`src/rtl/core/rvdec_pkg.sv`:
```
// ----------------------------------------------------------------------------
// rvdec_pkg
// Shared types and constants for the RV32I instruction decoder pipeline.
// ----------------------------------------------------------------------------
package rvdec_pkg;

  localparam int unsigned XLEN = 32;

  // major opcodes, bits 6:0
  localparam logic [6:0] OPC_LUI    = 7'd55;
  localparam logic [6:0] OPC_AUIPC  = 7'd23;
  localparam logic [6:0] OPC_JAL    = 7'd111;
  localparam logic [6:0] OPC_JALR   = 7'd103;
  localparam logic [6:0] OPC_BRANCH = 7'd99;
  localparam logic [6:0] OPC_LOAD   = 7'd3;
  localparam logic [6:0] OPC_STORE  = 7'd35;
  localparam logic [6:0] OPC_OPIMM  = 7'd19;
  localparam logic [6:0] OPC_OP     = 7'd51;

  // funct3 codes for OP and OP-IMM
  localparam logic [2:0] F3_ADD  = 3'd0;
  localparam logic [2:0] F3_SLL  = 3'd1;
  localparam logic [2:0] F3_SLT  = 3'd2;
  localparam logic [2:0] F3_SLTU = 3'd3;
  localparam logic [2:0] F3_XOR  = 3'd4;
  localparam logic [2:0] F3_SR   = 3'd5;
  localparam logic [2:0] F3_OR   = 3'd6;
  localparam logic [2:0] F3_AND  = 3'd7;

  // funct3 codes for branches
  localparam logic [2:0] F3_BEQ  = 3'd0;
  localparam logic [2:0] F3_BNE  = 3'd1;
  localparam logic [2:0] F3_BEQX = 3'd2;
  localparam logic [2:0] F3_BNEX = 3'd3;
  localparam logic [2:0] F3_BLT  = 3'd4;
  localparam logic [2:0] F3_BGE  = 3'd5;
  localparam logic [2:0] F3_BLTU = 3'd6;
  localparam logic [2:0] F3_BGEU = 3'd7;

  // funct3 codes for loads (unused codes fold onto neighbors)
  localparam logic [2:0] F3_LB   = 3'd0;
  localparam logic [2:0] F3_LH   = 3'd1;
  localparam logic [2:0] F3_LW   = 3'd2;
  localparam logic [2:0] F3_LWX  = 3'd3;
  localparam logic [2:0] F3_LBU  = 3'd4;
  localparam logic [2:0] F3_LHU  = 3'd5;
  localparam logic [2:0] F3_LBUX = 3'd6;
  localparam logic [2:0] F3_LHUX = 3'd7;

  typedef enum logic [3:0] {
    CLS_NONE,
    CLS_LUI,
    CLS_AUIPC,
    CLS_JAL,
    CLS_JALR,
    CLS_BRANCH,
    CLS_LOAD,
    CLS_STORE,
    CLS_OPIMM,
    CLS_OP
  } op_class_e;

  typedef enum logic [5:0] {
    MN_UNKNOWN = 6'd0,
    MN_LUI     = 6'd1,
    MN_AUIPC   = 6'd2,
    MN_JAL     = 6'd3,
    MN_JALR    = 6'd4,
    MN_BEQ     = 6'd5,
    MN_BNE     = 6'd6,
    MN_BLT     = 6'd7,
    MN_BGE     = 6'd8,
    MN_BLTU    = 6'd9,
    MN_BGEU    = 6'd10,
    MN_LB      = 6'd11,
    MN_LH      = 6'd12,
    MN_LW      = 6'd13,
    MN_LBU     = 6'd14,
    MN_LHU     = 6'd15,
    MN_SB      = 6'd16,
    MN_SH      = 6'd17,
    MN_SW      = 6'd18,
    MN_ADDI    = 6'd19,
    MN_SLTI    = 6'd20,
    MN_SLTIU   = 6'd21,
    MN_XORI    = 6'd22,
    MN_ORI     = 6'd23,
    MN_ANDI    = 6'd24,
    MN_SLLI    = 6'd25,
    MN_SRLI    = 6'd26,
    MN_SRAI    = 6'd27,
    MN_ADD     = 6'd28,
    MN_SUB     = 6'd29,
    MN_SLL     = 6'd30,
    MN_SLT     = 6'd31,
    MN_SLTU    = 6'd32,
    MN_XOR     = 6'd33,
    MN_SRL     = 6'd34,
    MN_SRA     = 6'd35,
    MN_OR      = 6'd36,
    MN_AND     = 6'd37
  } mnemonic_e;

  typedef enum logic [3:0] {
    FMT_NONE  = 4'd0,
    FMT_R     = 4'd1,
    FMT_I     = 4'd2,
    FMT_SHAMT = 4'd3,
    FMT_S     = 4'd4,
    FMT_LDJ   = 4'd5,
    FMT_B     = 4'd6,
    FMT_J     = 4'd7,
    FMT_U     = 4'd8
  } fmt_e;

  typedef enum logic [2:0] {
    IMM_ZERO,
    IMM_I,
    IMM_S,
    IMM_B,
    IMM_J,
    IMM_U,
    IMM_SHAMT
  } imm_sel_e;

  // stage 1 -> stage 2 payload
  typedef struct packed {
    logic [XLEN-1:0] word;
    op_class_e       cls;
  } s1_t;

  // stage 2 -> stage 3 payload
  typedef struct packed {
    logic [XLEN-1:0] word;
    mnemonic_e       mn;
    fmt_e            fmt;
    imm_sel_e        isel;
  } s2_t;

  // stage 3 payload, the finished result
  typedef struct packed {
    mnemonic_e         mn;
    fmt_e              fmt;
    logic [4:0]        rd;
    logic [4:0]        rs1;
    logic [4:0]        rs2;
    logic [XLEN-1:0]   imm;
  } s3_t;

endpackage

```
`src/rtl/core/rv32i_instruction_decoder_core.sv`:
```
// ----------------------------------------------------------------------------
// rv32i_instruction_decoder_core
// Three-stage pipelined RV32I instruction decoder.
// ----------------------------------------------------------------------------
// Decodes one 32-bit RV32I word per request into mnemonic code, operand
// format, rd/rs1/rs2 fields and the sign-extended immediate. A request passes
// three registers in order (opcode class, mnemonic select, immediate assembly);
// valid_o rises once it reaches the last, and the result is held there while
// stall_i is high. A new request is taken every cycle while stall_o is low.
// Each stage moves when its successor is empty or moving,
// so stall_o rises only once all three stages hold requests and stall_i is
// high; bubbles are squeezed out while the output waits.
module rv32i_instruction_decoder_core (
  input  logic               clk_i,
  input  logic               rst_ni,
  input  logic               valid_i,
  output logic               stall_o,
  input  logic [31:0]        instruction_i,
  output logic               valid_o,
  input  logic               stall_i,
  output logic [5:0]         mnemonic_o,
  output logic [3:0]         operand_format_o,
  output logic [4:0]         dest_reg_o,
  output logic [4:0]         src_reg1_o,
  output logic [4:0]         src_reg2_o,
  output logic signed [31:0] immediate_o
);
  import rvdec_pkg::*;

  logic v1, v2, v3;
  logic en1, en2, en3;
  s1_t  s1;
  s2_t  s2;
  s3_t  s3;

  // stage advance chain
  assign en3     = !v3 || !stall_i;
  assign en2     = !v2 || en3;
  assign en1     = !v1 || en2;
  assign stall_o = !en1;

  // opcode class
  rvdec_class u_class (
    .clk_i   (clk_i),
    .rst_ni  (rst_ni),
    .en_i    (en1),
    .valid_i (valid_i),
    .word_i  (instruction_i),
    .valid_o (v1),
    .data_o  (s1)
  );

  // mnemonic and format
  rvdec_mnem u_mnem (
    .clk_i   (clk_i),
    .rst_ni  (rst_ni),
    .en_i    (en2),
    .valid_i (v1),
    .data_i  (s1),
    .valid_o (v2),
    .data_o  (s2)
  );

  // immediate and result register
  rvdec_imm u_imm (
    .clk_i   (clk_i),
    .rst_ni  (rst_ni),
    .en_i    (en3),
    .valid_i (v2),
    .data_i  (s2),
    .valid_o (v3),
    .data_o  (s3)
  );

  // outputs
  assign valid_o          = v3;
  assign mnemonic_o       = s3.mn;
  assign operand_format_o = s3.fmt;
  assign dest_reg_o       = s3.rd;
  assign src_reg1_o       = s3.rs1;
  assign src_reg2_o       = s3.rs2;
  assign immediate_o      = s3.imm;

  // back pressure only with a full pipe
  assert property (@(posedge clk_i) disable iff (!rst_ni)
    stall_o |-> (v1 && v2 && v3 && stall_i))
    else $error("stall raised with room in the pipeline");

  // unknown words carry no format and no immediate
  assert property (@(posedge clk_i) disable iff (!rst_ni)
    (valid_o && mnemonic_o == MN_UNKNOWN) |->
      (operand_format_o == FMT_NONE && immediate_o == '0))
    else $error("unknown mnemonic with format or immediate");

  // register-register ops carry a zero immediate
  assert property (@(posedge clk_i) disable iff (!rst_ni)
    (valid_o && operand_format_o == FMT_R) |-> (immediate_o == '0))
    else $error("R format with nonzero immediate");

  // shift amounts stay within five bits
  assert property (@(posedge clk_i) disable iff (!rst_ni)
    (valid_o && operand_format_o == FMT_SHAMT) |-> (immediate_o[31:5] == '0))
    else $error("shift amount wider than five bits");

endmodule

```
`src/rtl/core/rvdec_class.sv`:
```
// ----------------------------------------------------------------------------
// rvdec_class
// Stage 1: classifies the major opcode and registers the word.
// ----------------------------------------------------------------------------
module rvdec_class (
  input  logic                  clk_i,
  input  logic                  rst_ni,
  input  logic                  en_i,
  input  logic                  valid_i,
  input  logic [31:0]           word_i,
  output logic                  valid_o,
  output rvdec_pkg::s1_t        data_o
);
  import rvdec_pkg::*;

  logic      valid_q;
  s1_t       data_q;
  op_class_e cls_d;

  // opcode match
  always_comb begin
    case (word_i[6:0])
      OPC_LUI:    cls_d = CLS_LUI;
      OPC_AUIPC:  cls_d = CLS_AUIPC;
      OPC_JAL:    cls_d = CLS_JAL;
      OPC_JALR:   cls_d = CLS_JALR;
      OPC_BRANCH: cls_d = CLS_BRANCH;
      OPC_LOAD:   cls_d = CLS_LOAD;
      OPC_STORE:  cls_d = CLS_STORE;
      OPC_OPIMM:  cls_d = CLS_OPIMM;
      OPC_OP:     cls_d = CLS_OP;
      default:    cls_d = CLS_NONE;
    endcase
  end

  // stage valid
  always_ff @(posedge clk_i or negedge rst_ni) begin
    if (!rst_ni) begin
      valid_q <= 1'b0;
    end else if (en_i) begin
      valid_q <= valid_i;
    end
  end

  // stage payload
  always_ff @(posedge clk_i) begin
    if (en_i && valid_i) begin
      data_q.word <= word_i;
      data_q.cls  <= cls_d;
    end
  end

  assign valid_o = valid_q;
  assign data_o  = data_q;

endmodule

```
`src/rtl/core/rvdec_mnem.sv`:
```
// ----------------------------------------------------------------------------
// rvdec_mnem
// Stage 2: picks mnemonic, operand format and immediate kind from class, funct3 and bit 30.
// ----------------------------------------------------------------------------
module rvdec_mnem (
  input  logic                  clk_i,
  input  logic                  rst_ni,
  input  logic                  en_i,
  input  logic                  valid_i,
  input  rvdec_pkg::s1_t        data_i,
  output logic                  valid_o,
  output rvdec_pkg::s2_t        data_o
);
  import rvdec_pkg::*;

  logic       valid_q;
  s2_t        data_q;
  logic [2:0] f3;
  logic       b30;
  mnemonic_e  mn_d;
  fmt_e       fmt_d;
  imm_sel_e   isel_d;

  assign f3  = data_i.word[14:12];
  assign b30 = data_i.word[30];

  // mnemonic and format select
  always_comb begin
    mn_d   = MN_UNKNOWN;
    fmt_d  = FMT_NONE;
    isel_d = IMM_ZERO;
    case (data_i.cls)
      CLS_LUI: begin
        mn_d = MN_LUI; fmt_d = FMT_U; isel_d = IMM_U;
      end
      CLS_AUIPC: begin
        mn_d = MN_AUIPC; fmt_d = FMT_U; isel_d = IMM_U;
      end
      CLS_JAL: begin
        mn_d = MN_JAL; fmt_d = FMT_J; isel_d = IMM_J;
      end
      CLS_JALR: begin
        mn_d = MN_JALR; fmt_d = FMT_LDJ; isel_d = IMM_I;
      end
      CLS_BRANCH: begin
        fmt_d  = FMT_B;
        isel_d = IMM_B;
        case (f3)
          F3_BGEU:          mn_d = MN_BGEU;
          F3_BLTU:          mn_d = MN_BLTU;
          F3_BGE:           mn_d = MN_BGE;
          F3_BLT:           mn_d = MN_BLT;
          F3_BNE, F3_BNEX:  mn_d = MN_BNE;
          default:          mn_d = MN_BEQ;
        endcase
      end
      CLS_LOAD: begin
        fmt_d  = FMT_LDJ;
        isel_d = IMM_I;
        case (f3)
          F3_LHU, F3_LHUX:  mn_d = MN_LHU;
          F3_LBU, F3_LBUX:  mn_d = MN_LBU;
          F3_LW, F3_LWX:    mn_d = MN_LW;
          F3_LH:            mn_d = MN_LH;
          default:          mn_d = MN_LB;
        endcase
      end
      CLS_STORE: begin
        fmt_d  = FMT_S;
        isel_d = IMM_S;
        // width bits fold: bit 1 word, else bit 0 half, else byte
        if (f3[1]) begin
          mn_d = MN_SW;
        end else if (f3[0]) begin
          mn_d = MN_SH;
        end else begin
          mn_d = MN_SB;
        end
      end
      CLS_OPIMM: begin
        fmt_d  = FMT_I;
        isel_d = IMM_I;
        case (f3)
          F3_ADD:  mn_d = MN_ADDI;
          F3_SLL: begin
            mn_d = MN_SLLI; fmt_d = FMT_SHAMT; isel_d = IMM_SHAMT;
          end
          F3_SLT:  mn_d = MN_SLTI;
          F3_SLTU: mn_d = MN_SLTIU;
          F3_XOR:  mn_d = MN_XORI;
          F3_SR: begin
            mn_d   = b30 ? MN_SRAI : MN_SRLI;
            fmt_d  = FMT_SHAMT;
            isel_d = IMM_SHAMT;
          end
          F3_OR:   mn_d = MN_ORI;
          default: mn_d = MN_ANDI;
        endcase
      end
      CLS_OP: begin
        fmt_d  = FMT_R;
        isel_d = IMM_ZERO;
        case (f3)
          F3_ADD:  mn_d = b30 ? MN_SUB : MN_ADD;
          F3_SLL:  mn_d = MN_SLL;
          F3_SLT:  mn_d = MN_SLT;
          F3_SLTU: mn_d = MN_SLTU;
          F3_XOR:  mn_d = MN_XOR;
          F3_SR:   mn_d = b30 ? MN_SRA : MN_SRL;
          F3_OR:   mn_d = MN_OR;
          default: mn_d = MN_AND;
        endcase
      end
      default: begin
        mn_d   = MN_UNKNOWN;
        fmt_d  = FMT_NONE;
        isel_d = IMM_ZERO;
      end
    endcase
  end

  // stage valid
  always_ff @(posedge clk_i or negedge rst_ni) begin
    if (!rst_ni) begin
      valid_q <= 1'b0;
    end else if (en_i) begin
      valid_q <= valid_i;
    end
  end

  // stage payload
  always_ff @(posedge clk_i) begin
    if (en_i && valid_i) begin
      data_q.word <= data_i.word;
      data_q.mn   <= mn_d;
      data_q.fmt  <= fmt_d;
      data_q.isel <= isel_d;
    end
  end

  assign valid_o = valid_q;
  assign data_o  = data_q;

endmodule

```
`src/rtl/core/rvdec_imm.sv`:
```
// ----------------------------------------------------------------------------
// rvdec_imm
// Stage 3: assembles the immediate and holds the finished result.
// ----------------------------------------------------------------------------
module rvdec_imm (
  input  logic                  clk_i,
  input  logic                  rst_ni,
  input  logic                  en_i,
  input  logic                  valid_i,
  input  rvdec_pkg::s2_t        data_i,
  output logic                  valid_o,
  output rvdec_pkg::s3_t        data_o
);
  import rvdec_pkg::*;

  logic            valid_q;
  s3_t             data_q;
  logic [XLEN-1:0] w;
  logic [XLEN-1:0] imm_d;

  assign w = data_i.word;

  // immediate assembly per format
  always_comb begin
    case (data_i.isel)
      IMM_I:     imm_d = {{20{w[31]}}, w[31:20]};
      IMM_S:     imm_d = {{20{w[31]}}, w[31:25], w[11:7]};
      IMM_B:     imm_d = {{19{w[31]}}, w[31], w[7], w[30:25], w[11:8], 1'b0};
      IMM_J:     imm_d = {{11{w[31]}}, w[31], w[19:12], w[20], w[30:21], 1'b0};
      IMM_U:     imm_d = {w[31:12], 12'd0};
      IMM_SHAMT: imm_d = {27'd0, w[24:20]};
      default:   imm_d = '0;
    endcase
  end

  // stage valid
  always_ff @(posedge clk_i or negedge rst_ni) begin
    if (!rst_ni) begin
      valid_q <= 1'b0;
    end else if (en_i) begin
      valid_q <= valid_i;
    end
  end

  // result register
  always_ff @(posedge clk_i) begin
    if (en_i && valid_i) begin
      data_q.mn  <= data_i.mn;
      data_q.fmt <= data_i.fmt;
      data_q.rd  <= w[11:7];
      data_q.rs1 <= w[19:15];
      data_q.rs2 <= w[24:20];
      data_q.imm <= imm_d;
    end
  end

  assign valid_o = valid_q;
  assign data_o  = data_q;

endmodule

```
`config.mk`:
```
export PLATFORM = sky130hd
export DESIGN_NAME = rv32i_instruction_decoder_core
export DESIGN_NICKNAME = d
export VERILOG_FILES = /design/src/rtl/core/rvdec_pkg.sv /design/src/rtl/core/rv32i_instruction_decoder_core.sv /design/src/rtl/core/rvdec_class.sv /design/src/rtl/core/rvdec_mnem.sv /design/src/rtl/core/rvdec_imm.sv
export SDC_FILE = /design/constraint.sdc
export NUM_CORES = 1
export LEC_CHECK = 0
export ABC_AREA = 1
export BUFFER_PORTS_ARGS = -buffer_cell sky130_fd_sc_hd__buf_2
export CAP_MARGIN = 20
export CORE_ASPECT_RATIO = 0.7
export CORE_MARGIN = 3
export CORE_UTILIZATION = 54
export DETAILED_ROUTE_END_ITERATION = 10
export PLACE_DENSITY_LB_ADDON = 0.12
export SYNTH_ARGS = -nofsm -noshare
export SYNTH_HDL_FRONTEND = slang
export SYNTH_SLANG_ARGS = --single-unit
```
`constraint.sdc`:
```
create_clock -name clk_i -period 5.1 [get_ports clk_i]
set_clock_uncertainty 0.15 [all_clocks]
set_input_delay 0.765 -clock clk_i [delete_from_list [all_inputs] [get_ports clk_i]]
set_output_delay 0.765 -clock clk_i [all_outputs]
set_load 0.02 [all_outputs]
```
### Yosys cells after proc, flatten, opt, wreduce, memory -nomap -nowiden

Index checks and enable logic that the tools add are counted.

| word-level totals | value |
|---|---|
| memory bits (read-only) | 0 |
| input port bits | 36 |
| word-level logic and storage cells | 81 |
| bits in writable memories | 0 |
| latch bits | 0 |
| memories kept | 0 |
| flip-flop bits (word level) | 141 |

| cells by class | value |
|---|---|
| divide/modulo/power cells | 0 |
| multiply operators | 0 |
| equality and inequality tests | 31 |
| magnitude comparators | 0 |
| reduce and logical (&&, ||, !) cells | 19 |
| mux-type cells | 16 |
| add/subtract/negate cells | 0 |
| bitwise operators | 0 |
| shifts and indexed selects | 0 |

Operator list:

| cell | number |
|---|---|
| $pmux 32 s6 | 1 |
| $pmux 6 s7 | 2 |
| $pmux 6 s9 | 1 |
| $pmux 4 s9 | 1 |
| $pmux 4 s7 | 1 |
| $eq 3x3->1 const B | 7 |
| $eq 7x6->1 const B | 3 |
| $eq 7x7->1 const B | 3 |
| $pmux 4 s5 | 1 |
| $pmux 3 s6 | 1 |
| $eq 4x3->1 const B | 4 |
| $eq 7x5->1 const B | 2 |
| $reduce_or 2->1 | 7 |
| $eq 3x2->1 const B | 4 |
| $pmux 3 s4 | 1 |
| $eq 4x2->1 const B | 2 |
| $eq 4x4->1 const B | 2 |
| $eq 7x2->1 const B | 1 |
| $eq 3x1->1 const B | 2 |
| $mux 6 | 1 |
| $logic_not 1->1 | 5 |
| $mux 1 | 5 |
| $eq 4x1->1 const B | 1 |
| $logic_and 1x1->1 | 3 |
| 3 further kinds | 5 |

### Logic depth before layout (Yosys ltp)

Gate-level depths: netlist (run 1).

| logic depth | value |
|---|---|
| depth after elaboration | 5 |
| mapped depth | 8 |
| depth with buffers taken out | 8 |

### Hierarchy

Synthesis (run 1) repeated with hierarchy kept, for this count alone.

| second synthesis, totals | value |
|---|---|
| cells, all modules | 384 |
| area total of the unflattened synthesis | 5325.1 um2 |

By module, submodules not included:

| module | area each (um2) | instances | sequential area each (um2) | cells an instance |
|---|---|---|---|---|
| rvdec_imm | 2190.9 | 1 | 1736.7 | 156 |
| rvdec_mnem | 1850.5 | 1 | 1376.3 | 150 |
| rvdec_class | 1253.7 | 1 | 1106.1 | 73 |
| rv32i_instruction_decoder_core | 30.0 | 1 | 0.0 | 5 |

### Worst setup path after synthesis (run 1)

OpenSTA, ideal clock, no wires.

| timing path | value |
|---|---|
| path kind | input to register |
| start point | input stall_i |
| end point | register u_imm.data_q (netlist bit u_imm.data_o[0]) (enable) |
| stages | 1 |
| required time | 4459 ps |
| setup slack | 897 ps |
| setup time | 491 ps |
| arrival | 3562 ps |
| path buffers | 0 |
| cells stage by stage | a21oi_1 |

| on the way | value |
|---|---|
| cells in the longest elaborated chain, start to end | 3 |

Ends and longest elaborated chain:

| item | RTL line | text |
|---|---|---|
| start: declaration | rv32i_instruction_decoder_core.sv:20 | `input logic stall_i,` |
| $logic_not 1->1 | rv32i_instruction_decoder_core.sv:37 | `assign en3 = !v3 \|\| !stall_i;` |
| $logic_or 1x1->1 | rv32i_instruction_decoder_core.sv:37 |  |
| $logic_and 1x1->1 | rvdec_imm.sv:47 | `if (en_i && valid_i) begin` |
| end: declaration | rvdec_imm.sv:17 | `s3_t data_q;` |

Every way passes these cells.
A chain may end at the register's enable or synchronous reset.

### Final worst setup path (run 1)

| timing path | value |
|---|---|
| start point | input stall_i |
| end point | output stall_o |

| on the way | value |
|---|---|
| cells in the longest elaborated chain, start to end | 5 |

Ends and longest elaborated chain:

| item | RTL line | text |
|---|---|---|
| $logic_not 1->1 | rv32i_instruction_decoder_core.sv:37 |  |
| $logic_or 1x1->1 | rv32i_instruction_decoder_core.sv:37 |  |
| $logic_or 1x1->1 | rv32i_instruction_decoder_core.sv:38 | `assign en2 = !v2 \|\| en3;` |
| $logic_or 1x1->1 | rv32i_instruction_decoder_core.sv:39 | `assign en1 = !v1 \|\| en2;` |
| $logic_not 1->1 | rv32i_instruction_decoder_core.sv:40 | `assign stall_o = !en1;` |
| end: declaration | rv32i_instruction_decoder_core.sv:17 | `output logic stall_o,` |

Every way passes these cells.

==> results.tsv, run 1 <==
metric	value	unit
sequential share of the synthesized area	79.6	%
Post-CTS Hold Fix Bufs	1	
synthesized netlist cell count	338	
DRC	0	
post-CTS setup buffer count	0	
Clk network pwr share	43.1	%
Total Wirelength	8680	um
fraction of power consumed by sequential logic	47.0	%
CTS tree	yes	
Pins Over Slew Limit	0	
cell family with the largest share of critical-path delay	buffers and inverters	
storage element area	3800	um2
leading cell types in the layout, fill and taps excluded	edfxtp_1, buf_2, nand2_1, inv_1, nand3_1	
switching portion of total power	22.9	%
peak per-stage delay on the critical path	0.21	ns
initial antenna violation count	0	
highest routed layer	met4	
H-tree levels	4	
transition time at the pin with the least slew margin	0.836	ns
detailed placer's ending HPWL	5860	um
internal portion of total power	2.17	mW
Cell Pwr Density	469	nW/um2
placement-stage worst setup slack	2.43	ns
Iter 0 DRT Violations	268	
insertion delay to the later sink of the worst-skew pair	0.40	ns
result of the run	finished, final reports clean	
Clock transition at path regs	0.05	ns
Min-Delay Path Depth	0	
Std-Cell Core Area	8510	um2
Power Total	2.82	mW
Met1 Routed Length	3790	um
Diodes inserted	0	
share of cells above drive strength 1	30.5	%
Critical Path Fanout Max	4	
global-route usage over all layers	18.9	%
Initial Util	56.1	%
Syn Nets	374	
Hold Vio Cnt, Final	0	
vias in the first global route	2872	
time the final worst path needs with I/O delays and setup	2.45	ns
number of buffers inserted during clock tree synthesis	17	
CTS resizes	0	
number of routed nets with antenna violations	0	
maximum clock insertion buffer count	2	
Netlist cell types	24	
cell-by-cell listing of the critical path	buf_2 -> nand2_1 -> nor2_1 -> inv_1 -> nor2_1 -> buf_2	
critical path's slowest cell	buf_2	
number of top-level pins	95	
number of vias in the routed layout	2936	
synth top area cells	edfxtp_1, nand2_1, nand3_1	
standby leakage power	2.50	nW
final setup violation count	0	
total die area	10000	um2
R2R Setup Slk	2.96	ns
endpoint required time on the critical path	4.18	ns
chip height	84.7	um
period utilisation layout	48.0	%
Worst R2R End	u_mnem.data_o[9]	
highest achievable clock rate	409	MHz
Crit path buffers/inverters	3	
end point of the most critical hold path	u_imm.data_o[53]	
TNS Setup	0	ns
critical path start-end classification	input pin to output pin	
warning count from the yosys run	0	
filler cell count in the final layout	581	
critical path arrival	1.53	ns
library cell with the largest summed area after synthesis	edfxtp_1	
maximum vdd drop	0.331	mV
amount of wire on met3 after detailed routing	816	um
worst slew margin relative to its limit	44.2	%
Post-Syn Area	4770	um2
growth of design area from synthesis to finish	25.9	%
crit start category	input pin	
combinational group share of total power	9.9	%
CP Capture Type	output pin	
Net Sw Power	0.647	mW
non-filler instance count after layout	582	
NumNets Final	485	
Die Width	118	um
combined area of the multi-input logic cells	807	um2
number of storage elements in the synthesis netlist	127	
least setup slack across all paths after layout	2.65	ns
number of instances in the placed design	549	
worst hold slack across all endpoints	0.261	ns
wire length of the first global-routing pass	14200	um
Clk Tree Root Cell	clkbuf_16	
via-per-instance ratio	5.04	
R2R cell count	6	
placer congestion estimate	0.815	
Max Cap Viol	0	
count of input and output buffers	94	
area fraction of the dominant cell type after synthesis	78.0	%
maximum number of pins on one net before global-route repair	58	
mean post-synth cell area	14.1	um2
sink count of the clock tree	127	
leading cell type in the layout, fill and taps excluded	edfxtp_1	
RSZ-0062 raised after global routing	no	
global route overflow	0	
hold path start	u_mnem.data_o[9]	
Placement Rows	28	
Tightest Hold Check Type	register to register	
DR pass1 iterations	5	
startpoint of the most critical register-to-register path	u_imm.valid_o	
routed wl met2	3950	um
detail-routed net length per standard cell	14.9	um
area by class of cell:
cell class,count,share of cell area [%]
clock buffer,20,7.27
clock inverter,12,2.75
inverter,41,2.56
multi-input combinational,165,13.4
sequential,127,63.2
tap,120,2.50
timing repair buffer,97,8.25
registers in the layout, summed over array words and instances, names as in the netlist:
signal	cells
u_mnem.data_o	38
u_mnem.valid_o	1
u_imm.data_o	57
u_class.valid_o	1
u_class.data_o	29
u_imm.valid_o	1
logic make-up after synthesis:
group | after synthesis | share of synthesized area, %
buffers and inverters | 46 | 3.88
AND/OR/NAND/NOR | 126 | 11.9
AO/OA/AOI/OAI | 39 | 4.61
flip-flops | 127 | 79.6
power groups by stage:
stage          Combinational [mW]  Sequential [mW]  Clock, mW
5_1_grt                     0.308             1.34       1.28
3_5_place_dp                0.280             1.35          0
4_1_cts                     0.282             1.33       1.24
2_1_floorplan               0.109             1.41          0
6_report                    0.280             1.33       1.21
3_3_place_gp                0.275             1.34          0
synthesized netlist by cell type, drive strengths merged:
master / count
buf: 4
nand2: 60
o21a: 1
o2111ai: 1
edfxtp: 124
o21ai: 27
a21oi: 5
nor2: 32
o211ai: 3
o22ai: 1
and3: 1
nor3: 3
nand3: 27
dfrtp: 3
nand4: 3
a22oi: 1
inv: 41
clkbuf: 1
metrics by stage:
step / util (%) / instance area, um2
after floorplan: - / 4770
after global placement: 63.4 / 5400
after detailed placement: 63.4 / 5400
after CTS: 70.6 / 6010
after global routing: 70.6 / 6010
final: 70.6 / 6010
how the worst max path moves through the flow:
stage	from	cells after the start	slack [ns]	end
final	stall_i	6	2.65	stall_o
after CTS	stall_i	6	2.65	stall_o
after floorplan	stall_i	1	0.90	u_imm.data_o[0]
after global routing	stall_i	6	2.55	stall_o
after global placement	stall_i	7	2.48	u_mnem.data_o[7]
after detailed placement	stall_i	7	2.43	u_mnem.data_o[40]
metal layers:
layer | vias to the layer above | global-route usage (%)
li1 | 1426 | -
met1 | 1358 | 24.6
met2 | 138 | 28.6
met3 | 14 | 7.34
met4 | 0 | 8.30
met5 | - | 0
No activity file was read; power rests on OpenSTA's default activity.
==> inputs of run 2 (changes only) <==
CORE_UTILIZATION = 49   (was 54)
clock period = 2.16 ns   (was 5.1 ns; I/O delays follow)
==> run 2 against run 1 <==
Non-clock buffer count grew 28. Final cell count grew 5.0%. Power grew 140%. Register-to-register slack lost 2.6 ns. First-iteration DRC count shrank 17%. Utilization shrank 2.6 points. Via count grew 1.8%. Critical endpoint unchanged. Highest routed layer unchanged.
==> results.tsv, run 2 (synthesized netlist as in run 1, its figures left out) <==
metric	value	unit	change
result of the run	finished, final reports clean		
Diodes inserted	0		unchanged
Clock transition at path regs	0.05	ns	about the same
CTS resizes	0		unchanged
number of routed nets with antenna violations	0		unchanged
H-tree levels	4		unchanged
number of buffers inserted during clock tree synthesis	17		unchanged
CTS tree	yes		
CP Capture Type	output pin		
initial antenna violation count	0		unchanged
via-per-instance ratio	4.89		-3.0%
highest achievable clock rate	516	MHz	
Pins Over Slew Limit	0		unchanged
Total Wirelength	8840	um	+1.9%
chip height	88.6	um	+4.6%
sink count of the clock tree	127		unchanged
growth of design area from synthesis to finish	31.8	%	
count of input and output buffers	94		unchanged
Placement Rows	29		+3.6%
DR pass1 iterations	4		-1
share of cells above drive strength 1	29.0	%	-1.6 points
final setup violation count	0		unchanged
crit start category	register		
Die Width	124	um	+4.7%
maximum vdd drop	0.953	mV	+190%
transition time at the pin with the least slew margin	0.460	ns	-0.375 ns
maximum number of pins on one net before global-route repair	58		unchanged
critical path arrival	1.46	ns	-0.07 ns
number of vias in the routed layout	2989		+1.8%
critical path start-end classification	register to output pin		
period utilisation layout	89.7	%	
maximum clock insertion buffer count	2		unchanged
vias in the first global route	2952		+2.8%
leading cell types in the layout, fill and taps excluded	edfxtp_1, buf_2, nand2_1, inv_1, nand3_1		
Tightest Hold Check Type	input pin to register		
Iter 0 DRT Violations	222		-17%
Std-Cell Core Area	9250	um2	+8.7%
DRC	0		unchanged
detailed placer's ending HPWL	5690	um	-2.9%
Cell Pwr Density	1060	nW/um2	+130%
total die area	11000	um2	+9.6%
core occupancy in the finished layout	68.0	%	-2.6 points
wire length of the first global-routing pass	14100	um	-0.78%
detail-routed net length per standard cell	14.5	um	-3.0%
RSZ-0062 raised after global routing	no		
leading cell type in the layout, fill and taps excluded	edfxtp_1		
standby leakage power	2.62	nW	+4.8%
number of top-level pins	95		unchanged
filler cell count in the final layout	650		+12%
endpoint required time on the critical path	1.69	ns	-2.49 ns
worst slew margin relative to its limit	69.2	%	+25 points
TNS Setup	0	ns	unchanged
placement-stage worst setup slack	0.386	ns	-2.04 ns
Max Cap Viol	0		unchanged
global route overflow	0		unchanged
time the final worst path needs with I/O delays and setup	1.94	ns	
least setup slack across all paths after layout	0.222	ns	-2.43 ns
placer congestion estimate	0.877		+7.7%
global-route usage over all layers	17.8	%	-1.1 points
Clk Tree Root Cell	clkbuf_16		
Hold Vio Cnt, Final	0		unchanged
Critical Path Fanout Max	4		unchanged
insertion delay to the later sink of the worst-skew pair	0.41	ns	about the same
post-CTS setup buffer count	0		unchanged
Largest register FFs	57		unchanged
Initial Util	51.6	%	-4.5 points
NumNets Final	513		+5.8%
-- run 2: cell types whose count changed in the layout (fill, tap and decap cells not counted) --
cell / before / now
dlygate4sd3_1: 1 / 26
buf_12: 0 / 2
buf_4: 2 / 3
clkinv_2: 2 / 1
clkinvlp_4: 2 / 1
inv_6: 1 / 0
-- run 2: final cells by class --
type / instances / area (um2) / share of cell area (%)
inverters: 41 / 154 / 2.45
multi-input cells: 165 / 807 / 12.8
clock inverters: 9 / 144 / 2.29
well taps: 124 / 155 / 2.47
clock buffers: 20 / 437 / 6.94
flip-flops and latches: 127 / 3800 / 60.4
repair buffers: 125 / 793 / 12.6
-- run 2: critical path: stages, from the launching register on --
cell,delay [ns]
dfrtp_1,0.39
nand2_1,0.08
nor2_1,0.09
inv_1,0.07
nor2_1,0.21
buf_2,0.21
-- run 2: final timing paths --
| kind | cells past startpoint | from | slack (ns) | endpoint |
|---|---|---|---|---|
| max reg2reg | 6 | u_mnem.data_o[1] | 0.39 | u_imm.data_o[29] |
| max in group asynchronous | 2 | rst_ni | 1.65 | u_mnem.valid_o |
| min in group asynchronous | 2 | rst_ni | 0.10 | u_imm.valid_o |
| max | 5 | u_imm.valid_o | 0.22 | stall_o |
| min | 3 | valid_i | 0.02 | u_class.valid_o |
| min reg2reg | 0 | u_mnem.data_o[3] | 0.27 | u_imm.data_o[47] |
-- run 2: metal layers --
layer  track usage, %  wire length (um)  vias up
met5                0                 0        -
met4             8.65               206        0
met3             6.39               697       20
met2             28.6              4150      123
met1             21.7              3780     1371
li1                 -                 -     1475
-- run 2: report_power, final --
part / leakage [nW] / internal, mW / switching, mW
clock network: 0.278 / 1.89 / 0.919
registers: 1.25 / 3.03 / 0.0896
logic: 1.09 / 0.229 / 0.488
-- run 2: through the flow --
stage	hold WS, ns	total power [mW]	cells	cell area [um2]
2_1_floorplan	-0.122	3.58	338	4790
6_report	0.0197	6.65	611	6290
3_5_place_dp	-0.0233	3.86	556	5450
5_1_grt	0.0263	6.92	611	6290
4_1_cts	0.00916	6.70	611	6290
3_3_place_gp	-0.0286	3.84	556	5450
-- run 2: repair_timing --
item                                    4_1_cts  5_1_grt
hold buffers                                 26        0
hold endpoints to repair                     28        0
endpoints found under the setup margin        0        0
==> inputs of run 3 (changes only) <==
CORE_ASPECT_RATIO = 1.2   (was 0.7)
CORE_UTILIZATION = 58   (was 49)
clock period = 2.3 ns   (was 2.16 ns; I/O delays follow)
==> run 3 against run 2 <==
Power shrank 4.1%. Hold slack better by 0.042 ns. Via count increased by 1.6%. Critical path depth rose by 2. Clock power down 2%. Sequential cell count unchanged. Largest power group unchanged. Final cell count is 4.4% lower. Combinational power fell by 5.7%. Critical endpoint unchanged. Final area grew 0.38%. Clock-buffer cell count fell by 2. Global-route usage grew 2.9 points. Non-clock buffer count is 2 higher. Critical path type is now input pin to output pin.
==> results.tsv, run 3 (synthesized netlist as in run 1, its figures left out) <==
metric	value	unit	change
cell area after layout	6310	um2	+0.38%
Pins Over Slew Limit	0		unchanged
result of the run	finished, final reports clean		
CTS tree	yes		
Std-Cell Core Area	7840	um2	-15%
maximum clock insertion buffer count	2		unchanged
NumNets Final	515		+0.39%
R2R cell count	5		-1
wire length of the first global-routing pass	14200	um	+0.58%
Iter 0 DRT Violations	164		-26%
endpoint required time on the critical path	1.80	ns	+0.11 ns
vias in the first global route	2982		+1.0%
critical path start-end classification	input pin to output pin		
cell-by-cell listing of the critical path	dlygate4sd3_1 -> buf_2 -> nand2_1 -> nor2_1 -> inv_1 -> nor2_1 -> buf_2		
Diodes inserted	0		unchanged
maximum number of pins on one net before global-route repair	58		unchanged
CTS resizes	0		unchanged
post-CTS setup buffer count	0		unchanged
total die area	9360	um2	-15%
crit start category	input pin		
global route overflow	0		unchanged
RSZ-0062 raised after global routing	no		
critical path's slowest cell	dlygate4sd3_1		
period utilisation layout	95.5	%	
count of input and output buffers	94		unchanged
DRC	0		unchanged
chip height	105	um	+19%
detailed placer's ending HPWL	5600	um	-1.6%
detail-routed net length per standard cell	15.4	um	+6.4%
Largest register FFs	57		unchanged
TNS Setup	0	ns	unchanged
Clock transition at path regs	0.06	ns	about the same
initial antenna violation count	0		unchanged
Clk Tree Root Cell	clkbuf_8		
number of top-level pins	95		unchanged
peak per-stage delay on the critical path	0.52	ns	+0.13 ns
CP Capture Type	output pin		
Crit path buffers/inverters	4		+2
leading cell types in the layout, fill and taps excluded	edfxtp_1, buf_2, nand2_1, inv_1, dlygate4sd3_1		
Critical Path Fanout Max	4		unchanged
global-route usage over all layers	20.7	%	+2.9 points
sink count of the clock tree	127		unchanged
DR pass1 iterations	5		+1
via-per-instance ratio	5.20		+6.3%
time the final worst path needs with I/O delays and setup	2.20	ns	
Worst path depth	7		+2
Post-CTS Hold Fix Bufs	29		+12%
Initial Util	60.9	%	+9.3 points
critical path arrival	1.70	ns	+0.24 ns
worst slew margin relative to its limit	69.6	%	+0.40 points
Cell Pwr Density	1010	nW/um2	-4.5%
placer congestion estimate	0.895		+2.0%
leading cell type in the layout, fill and taps excluded	edfxtp_1		
Min-Delay Path Depth	2		-1
H-tree levels	4		unchanged
Hold Vio Cnt, Final	0		unchanged
Tightest Hold Check Type	input pin to register		
Power Total	6.37	mW	-4.1%
transition time at the pin with the least slew margin	0.454	ns	-0.00598 ns
number of vias in the routed layout	3037		+1.6%
cell family with the largest share of critical-path delay	buffers and inverters		
number of routed nets with antenna violations	0		unchanged
growth of design area from synthesis to finish	32.3	%	
number of buffers inserted during clock tree synthesis	17		unchanged
final setup violation count	0		unchanged
Die Width	88.8	um	-28%
share of cells above drive strength 1	30.1	%	+1.1 points
Total Wirelength	8990	um	+1.7%
maximum vdd drop	0.697	mV	-27%
total cell area at the placement stage	5400	um2	-0.87%
Placement Rows	35		+21%
Max Cap Viol	0		unchanged
insertion delay to the later sink of the worst-skew pair	0.50	ns	+0.09 ns
standby leakage power	2.65	nW	+1.1%
highest achievable clock rate	455	MHz	
R2R Setup Slk	0.41	ns	+0.02 ns
## run 3: cell types whose count changed in the layout (fill, tap and decap cells not counted), sizes merged
| cell | change |
|---|---|
| buf | -1 |
| inv | +5 |
| clkinv | -1 |
| clkinvlp | +1 |
| dlygate4sd3 | +3 |
| clkbuf | -2 |
## run 3: report_power, final
group          internal, mW  switching, mW  total [mW]
clock network          1.78          0.982        2.76
registers              2.84         0.0907        2.94
logic                 0.217          0.458       0.675
total                  4.84           1.53        6.37
## run 3: per-layer routing
| metal | share of wire (%) | GRT usage [%] | wire (um) |
|---|---|---|---|
| met2 | 55 | 36.0 | 4930 |
| met4 | 2.9 | 11.4 | 258 |
| met5 | 0 | 0 | 0 |
| met3 | 4.4 | 5.39 | 397 |
| met1 | 38 | 22.1 | 3410 |
## run 3: area by class of cell
type / count / area (um2)
tap: 92 / 115
clock inverter: 14 / 204
clock buffer: 18 / 418
sequential: 127 / 3800
inverter: 41 / 154
timing repair buffer: 127 / 816
fill: 418 / 1530
multi-input combinational: 165 / 807
## run 3: metrics by stage
step	hold slack (ns)	instances	worst slack (ns)	util (%)
3_3_place_gp	-0.00785	523	0.564	68.9
6_report	0.0617	584	0.103	80.5
2_1_floorplan	-0.101	338	0.139	-
3_5_place_dp	-0.00252	523	0.429	68.9
4_1_cts	0.0326	584	0.108	80.5
5_1_grt	0.0377	584	0.0327	80.5
## run 3: path summary, 6_finish.rpt
path,to,startpoint
worst min-delay path,u_class.data_o[3],instruction_i[4]
worst min register to register,u_mnem.data_o[21],u_class.data_o[12]
min in group asynchronous,u_imm.valid_o,rst_ni
worst max-delay path,stall_o,stall_i
worst max register to register,u_imm.data_o[21],u_mnem.data_o[2]
max in group asynchronous,u_class.valid_o,rst_ni
## run 3: worst reg2reg max path, delay by kind of cell (launching register included)
family                 cells  cell delay, ns
DFF                        1            0.57
AOI/OAI and AO/OA          2            0.53
buffers and inverters      2            0.23
and+or+nand+nor            1            0.13
